==> config.mk <==
export PLATFORM = sky130hd
export DESIGN_NAME = ffha_ctrl
export DESIGN_NICKNAME = d
export VERILOG_FILES = /design/src/rtl/core/ffha_pkg.sv /design/src/rtl/core/ffha_ctrl.sv
export SDC_FILE = /design/constraint.sdc
export NUM_CORES = 1
export LEC_CHECK = 0
export BUFFER_PORTS_ARGS = -buffer_cell sky130_fd_sc_hd__buf_2
export CORE_MARGIN = 2
export CORE_UTILIZATION = 41
export CTS_CLUSTER_SIZE = 12
export DETAILED_ROUTE_END_ITERATION = 8
export GPL_ROUTABILITY_DRIVEN = 0
export PLACE_DENSITY = 0.78
export SYNTH_ARGS = -nofsm -noshare
export SYNTH_HDL_FRONTEND = slang
export SYNTH_SLANG_ARGS = --single-unit
==> constraint.sdc <==
create_clock -name clock -period 1.5 [get_ports clock]
set_input_delay 0.3 -clock clock [delete_from_list [all_inputs] [get_ports clock]]
set_output_delay 0.3 -clock clock [all_outputs]
set_load 0.05 [all_outputs]
==> src/rtl/core/ffha_pkg.sv <==
// Shared types, codes and default constants of the first-fit heap allocator.
package ffha_pkg;

   localparam int DEF_HEAP_BYTES   = 4096;
   localparam int DEF_ALIGN_BYTES  = 8;
   localparam int DEF_HEADER_BYTES = 24;

   localparam logic [1:0] ST_OK      = 2'd0;
   localparam logic [1:0] ST_OOM     = 2'd1;
   localparam logic [1:0] ST_ZERO    = 2'd2;
   localparam logic [1:0] ST_IGNORED = 2'd3;

   localparam logic CMD_ALLOC = 1'b0;
   localparam logic CMD_FREE  = 1'b1;

   typedef struct packed {
      logic        command;
      logic [11:0] request_size;
      logic [11:0] payload_address;
   } req_word_type;

   typedef struct packed {
      logic [11:0] result_address;
      logic [1:0]  status;
   } rsp_word_type;

   typedef enum logic [2:0] {
      WR_INIT,
      WR_HEAD,
      WR_REST,
      WR_MARK,
      WR_MERGE
   } wr_sel_type;

   typedef struct packed {
      logic       load_req;
      logic       rd_en;
      logic       rd_zero;
      logic       load_cur;
      logic       calc_need;
      logic       wr_en;
      wr_sel_type wr_sel;
      logic       respond;
      logic       rsp_use_addr;
      logic [1:0] rsp_status;
   } ctrl_cmd_type;

   typedef struct packed {
      logic req_free;
      logic req_zero;
      logic req_low;
      logic cur_fit;
      logic split;
      logic nxt_end;
      logic cur_hit;
      logic cur_past;
      logic both_free;
   } dp_stat_type;

endpackage

==> src/rtl/core/ffha_ctrl.sv <==
// Sequencer that walks the header chain for allocate, free and merge.
module ffha_ctrl (
   input  logic                   clock,
   input  logic                   reset,
   input  logic                   start,
   output logic                   busy,
   input  ffha_pkg::dp_stat_type  stat,
   output ffha_pkg::ctrl_cmd_type cmd
);
   import ffha_pkg::*;

   typedef enum logic [3:0] {
      S_INIT,
      S_IDLE,
      S_LOAD,
      S_ACHK,
      S_AREST,
      S_FCHK,
      S_MSTART,
      S_MLOAD,
      S_MCHK,
      S_MNXT
   } state_type;

   state_type state_ff;
   state_type state_in;
   logic      free_ff;
   logic      free_in;

   always_comb begin
      cmd      = '0;
      cmd.wr_sel = WR_INIT;
      state_in = state_ff;
      free_in  = free_ff;
      case (state_ff)
         S_INIT: begin
            cmd.wr_en  = 1'b1;
            cmd.wr_sel = WR_INIT;
            state_in   = S_IDLE;
         end
         S_IDLE: begin
            if (start) begin
               cmd.load_req = 1'b1;
               free_in      = stat.req_free;
               if (!stat.req_free && stat.req_zero) begin
                  cmd.respond    = 1'b1;
                  cmd.rsp_status = ST_ZERO;
               end else if (stat.req_free && stat.req_low) begin
                  cmd.respond    = 1'b1;
                  cmd.rsp_status = ST_IGNORED;
               end else begin
                  cmd.rd_en   = 1'b1;
                  cmd.rd_zero = 1'b1;
                  state_in    = S_LOAD;
               end
            end
         end
         S_LOAD: begin
            cmd.load_cur  = 1'b1;
            cmd.calc_need = 1'b1;
            state_in      = free_ff ? S_FCHK : S_ACHK;
         end
         S_ACHK: begin
            if (stat.cur_fit) begin
               cmd.wr_en  = 1'b1;
               cmd.wr_sel = WR_HEAD;
               if (stat.split) begin
                  state_in = S_AREST;
               end else begin
                  cmd.respond      = 1'b1;
                  cmd.rsp_use_addr = 1'b1;
                  cmd.rsp_status   = ST_OK;
                  state_in         = S_IDLE;
               end
            end else if (stat.nxt_end) begin
               cmd.respond    = 1'b1;
               cmd.rsp_status = ST_OOM;
               state_in       = S_IDLE;
            end else begin
               cmd.rd_en = 1'b1;
               state_in  = S_LOAD;
            end
         end
         S_AREST: begin
            cmd.wr_en        = 1'b1;
            cmd.wr_sel       = WR_REST;
            cmd.respond      = 1'b1;
            cmd.rsp_use_addr = 1'b1;
            cmd.rsp_status   = ST_OK;
            state_in         = S_IDLE;
         end
         S_FCHK: begin
            if (stat.cur_past) begin
               cmd.respond    = 1'b1;
               cmd.rsp_status = ST_IGNORED;
               state_in       = S_IDLE;
            end else if (stat.cur_hit) begin
               cmd.wr_en  = 1'b1;
               cmd.wr_sel = WR_MARK;
               state_in   = S_MSTART;
            end else if (stat.nxt_end) begin
               cmd.respond    = 1'b1;
               cmd.rsp_status = ST_IGNORED;
               state_in       = S_IDLE;
            end else begin
               cmd.rd_en = 1'b1;
               state_in  = S_LOAD;
            end
         end
         S_MSTART: begin
            cmd.rd_en   = 1'b1;
            cmd.rd_zero = 1'b1;
            state_in    = S_MLOAD;
         end
         S_MLOAD: begin
            cmd.load_cur = 1'b1;
            state_in     = S_MCHK;
         end
         S_MCHK: begin
            if (stat.nxt_end) begin
               cmd.respond    = 1'b1;
               cmd.rsp_status = ST_OK;
               state_in       = S_IDLE;
            end else begin
               cmd.rd_en = 1'b1;
               state_in  = S_MNXT;
            end
         end
         S_MNXT: begin
            if (stat.both_free) begin
               cmd.wr_en  = 1'b1;
               cmd.wr_sel = WR_MERGE;
            end else begin
               cmd.load_cur = 1'b1;
            end
            state_in = S_MCHK;
         end
         default: begin
            state_in = S_IDLE;
         end
      endcase
   end

   always_ff @(posedge clock) begin
      if (reset) begin
         state_ff <= S_INIT;
         free_ff  <= 1'b0;
      end else begin
         state_ff <= state_in;
         free_ff  <= free_in;
      end
   end

   assign busy = (state_ff != S_IDLE);

endmodule
==> reports/qor.yml, run 1 <==
placed_design:
  portBuffers: 25
  dpl_cell_area_sq_mm: 0.00116
  dp_cells: 158
  dp.final_hpwl_um: 1940
synthesis:
  ys_top_cells_by_area: "dfxtp_1 17%, a21oi_1 7.7%, nand2b_1 5.3%"
  syn_area_per_cell_sq_um: 6.89
  post-synth-top-area-cell: "dfxtp_1"
  synth-edff-count: 0
  yosys_warnings: 0
  synth_seq_cells: 5
  synth_flop_cell: "dfxtp_1"
  synth_nets: 97
  yosysTopAreaCellShare_pct: 17.1
  synthDistinctLibCells: 37
  syn_area_sq_um: 586
  async_flop_share_pct: 0
  seq_area_frac_synth_pct: 17.1
  postSynthCellCount: 85
cts:
  cts_buffers: 3
  clock_path_buffers: 2
  htreeDepth: 1
  post_cts_buffers: 12
  cts.sink_count: 5
  ctsHoldBuffers: 0
  ctsResizeCount: 52
  clockRootBuffer: "clkbuf_4"
floorplan:
  row_count: 13
  die_h_um: 41.8
  num_io_pins: 26
  start_util_pct: 44.4
  die_w_um: 41.8
run_status:
  error: "[ERROR DPL-0038] Utilization greater than 100%, impossible to legalize"
  lastStage: "clock tree synthesis (4_1_cts)"
  status: "stopped before the end"
==> cell families after synthesis <==
logic type                after synthesis  share of synthesized area [%]
and+or+nand+nor                        39                           39.1
AOI/OAI and AO/OA                      26                           28.8
buffers and inverters                  12                           9.40
DFF                                     5                           17.1
muxes                                   2                           4.06
xor gates and xnor gates                1                           1.50
==> per-stage QoR <==
step | TNS [ns] | setup WS (ns)
detailed placement | -3.08 | -0.389
global placement | -2.63 | -0.357
floorplan | -1.25 | -0.387
==> synthesized netlist by cell type, drive strengths merged, types with 2 or more instances <==
cell type,count
nor2b,2
a21oi,10
nand2b,5
o21bai,2
or3,2
o21ai,5
nor2,6
dfxtp,5
nand2,4
nand3,4
inv,6
mux2i,2
nor3,6
buf,5
nand3b,3
==> run 2, diff against run 1 <==
--- a/config.mk
+++ b/config.mk
@@ -6,12 +6,11 @@
 export NUM_CORES = 1
 export LEC_CHECK = 0
 export BUFFER_PORTS_ARGS = -buffer_cell sky130_fd_sc_hd__buf_2
-export CORE_MARGIN = 2
-export CORE_UTILIZATION = 41
-export CTS_CLUSTER_SIZE = 12
+export CORE_AREA = 2 2 63 65
 export DETAILED_ROUTE_END_ITERATION = 8
+export DIE_AREA = 0 0 65 67
 export GPL_ROUTABILITY_DRIVEN = 0
-export PLACE_DENSITY = 0.78
+export PLACE_DENSITY_LB_ADDON = 0.15
 export SYNTH_ARGS = -nofsm -noshare
 export SYNTH_HDL_FRONTEND = slang
 export SYNTH_SLANG_ARGS = --single-unit
==> constraint.sdc (replaced) <==
create_clock -name clock -period 2 [get_ports clock]
set_input_delay 0.4 -clock clock [delete_from_list [all_inputs] [get_ports clock]]
set_output_delay 0.4 -clock clock [all_outputs]
set_load 0.05 [all_outputs]
==> reports/qor.yml, run 2 <==
run_status:
  status: "finished, violations left"
  violations: "setup timing"
setup_path:
  worstPathMaxFanout: 4
  crit_required_ns: 1.60
  path_class: "reg2out"
  critPathCaptureType: "output pin"
  cp.arrival_ns: 1.62
  setup.worst_path.start_class: "register"
synthesis:
  syn_area_sq_um: 586  # unchanged
  postSynthCellCount: 85  # unchanged
  synth-edff-count: 0  # unchanged
  synth_nets: 97  # unchanged
  synthTopCellsByCount: "9 x a21oi_1, 6 x inv_1, 6 x nor2_1, 6 x nor3_1"
  ys_top_cells_by_area: "dfxtp_1 17%, a21oi_1 7.7%, nand2b_1 5.3%"
  synth_most_common_cell: "a21oi_1"
  synth_seq_cells: 5  # unchanged
  yosysTopAreaCellShare_pct: 17.1  # unchanged
  async_flop_share_pct: 0  # unchanged
  synthDistinctLibCells: 37  # unchanged
  seq_area_frac_synth_pct: 17.1  # unchanged
  yosys_warnings: 0  # unchanged
  post-synth-top-area-cell: "dfxtp_1"
  syn_area_per_cell_sq_um: 6.89  # unchanged
  synth_flop_cell: "dfxtp_1"
global_routing:
  grt_pass1_vias: 775
  met2_usage_pct: 16.9
  grt_usage_pct: 10.6
  use_met1_pct: 13.7
  gr-total-overflow: 0
  grt_max_degree: 16
  grt_pass1_wl_um: 3590
  busiest_layer: "met2"
  antenna_found_initial: 0
  grtUsageMet3_pct: 2.87
cts:
  clock_path_buffers: 2  # unchanged
  cts.clk_slew.worst_paths_ns: 0.04
  cts_tree: "built"
  ctsHoldBuffers: 0  # unchanged
  cts.sink_count: 5  # unchanged
  cts_buffers: 3  # unchanged
  clkLatencyLatePin_ns: 0.22
  htreeDepth: 1  # unchanged
  clockRootBuffer: "clkbuf_8"
floorplan:
  num_io_pins: 26  # unchanged
  die_h_um: 67  # +60%
  row_count: 22  # +9
  coreArea_sq_mm: 0.00361
  dieArea_sq_mm: 0.00436
  start_util_pct: 16.2  # -28 points
  die_w_um: 65  # +56%
power:
  leakage_nw: 0.458
  power.total_mw: 0.446
  p_per_area_mw_per_mm2: 428
  irDropWorstVdd_mv: 0.221
cells_and_area:
  n_antenna_cell: 0
  final_cells: 174
  final_cell_mix: "21 x buf_2, 17 x buf_4, 7 x a21oi_1"
  top_regs: "state_ff (4), free_ff (1)"
  nets: 139
  drive_gt1_share_pct: 56.3
  layout-area-overhead-vs-synth_pct: 78.0
  layout_commonest_cell: "buf_2"
  largest_reg_flops: 4
  regMostFlops: "state_ff"
placed_design:
  portBuffers: 25  # unchanged
  dp_cells: 169  # +7.0%
  dp.final_hpwl_um: 1750  # -10%
sta:
  min_period_ns: 2.02
  setup_viol: 1
  period_share_pct: 101
  rsz0062_at_grt: "true"
  clock.fmax_ghz: 0.496
  finClkSkew_ns: 0.000163
  maxSlewViolCount: 0
  setup_slack_ns: -0.0182
  worst_pin_slew_ns: 0.407
  slew_headroom_pct: 72.7
  fin_tns_setup_ns: -0.0182
  hold_violations: 0
min_path:
  hp-class: "in2reg"
route:
  drcViolationCount: 0
  vias: 784
  ant_nets: 0
  first_pass_iters: 4
  wl_per_cell_um: 12.4
  drt_iter0_drc: 36
  via_per_inst: 4.51
  wirelength_um: 2160
run:
  maxCapViolations: 0
run 2: cell counts after synthesis:
Identical to the previous run, type by type.
run 2: per-layer routing:
layer,wire [um],vias up
met3,111,4
li1,-,395
met5,0,-
met4,31,0
met2,1010,23
met1,1010,362
run 2: metrics by stage:
| step | util (%) | setup WS (ns) | hold slack [ns] | instance area [sq um] |
|---|---|---|---|---|
| 3_5_place_dp | 24.9 | -0.0796 | 0.558 | 897 |
| 5_1_grt | 28.9 | -0.0765 | 0.372 | 1040 |
| 3_3_place_gp | 24.9 | -0.0669 | 0.555 | 897 |
| 6_report | 28.9 | -0.0182 | 0.376 | 1040 |
| 4_1_cts | 27.6 | -0.0526 | 0.377 | 996 |
| 2_1_floorplan | - | -0.302 | 0.469 | 617 |
run 2: area by class of cell:
cell class / instances / area, sq um
fillers: 407 / 2560
clock buffers: 4 / 45.0
flip-flops and latches: 5 / 108
well taps: 48 / 60.1
inverters: 6 / 22.5
multi-input cells: 68 / 514
repair buffers: 43 / 293
run 2: logic make-up (layout without fill, tap and decap cells):
kind of cell    Yosys count  count (layout)  share of synthesized area, %
flops                     5               5                          17.1
simple gates             39              39                          39.1
mux                       2               2                          4.06
buf+inv                  12              53                          9.40
xor+xnor                  1               1                          1.50
compound gates           26              26                          28.8
run 2: critical path, cell delays in order (launching register included):
cell	delay, ns
dfxtp_4	0.35
or4bb_1	0.50
a21oi_2	0.17
a21oi_1	0.07
o21bai_2	0.13
buf_6	0.17
run 2: worst paths after layout:
check	cells after the start	endpoint	startpoint	slack, ns
max	5	cmd[11]	state_ff[1]$_SDFFE_PP0P_	-0.02
max reg2reg	6	state_ff[0]$_SDFFE_PP0P_	state_ff[2]$_SDFFE_PP0P_	0.58
min	2	free_ff$_SDFFE_PP0P_	reset	0.38
min reg2reg	2	free_ff$_SDFFE_PP0P_	free_ff$_SDFFE_PP0P_	0.55
run 2: repair_timing:
action                     CTS  global route
gates cloned                 0             0
setup endpoints to repair    9             7
pin swaps                    2             6
buffers inserted             1             0
gates resized for setup     16            12
run 2: where the power goes:
part	total (mW)	internal, mW	leakage, nW	switching [mW]
clock	0.188	0.137	0.0228	0.0508
combinational	0.152	0.0615	0.393	0.0907
sequential	0.106	0.103	0.0427	0.00351
total	0.446	0.301	0.458	0.145
Power figures use the tool's default switching activity.
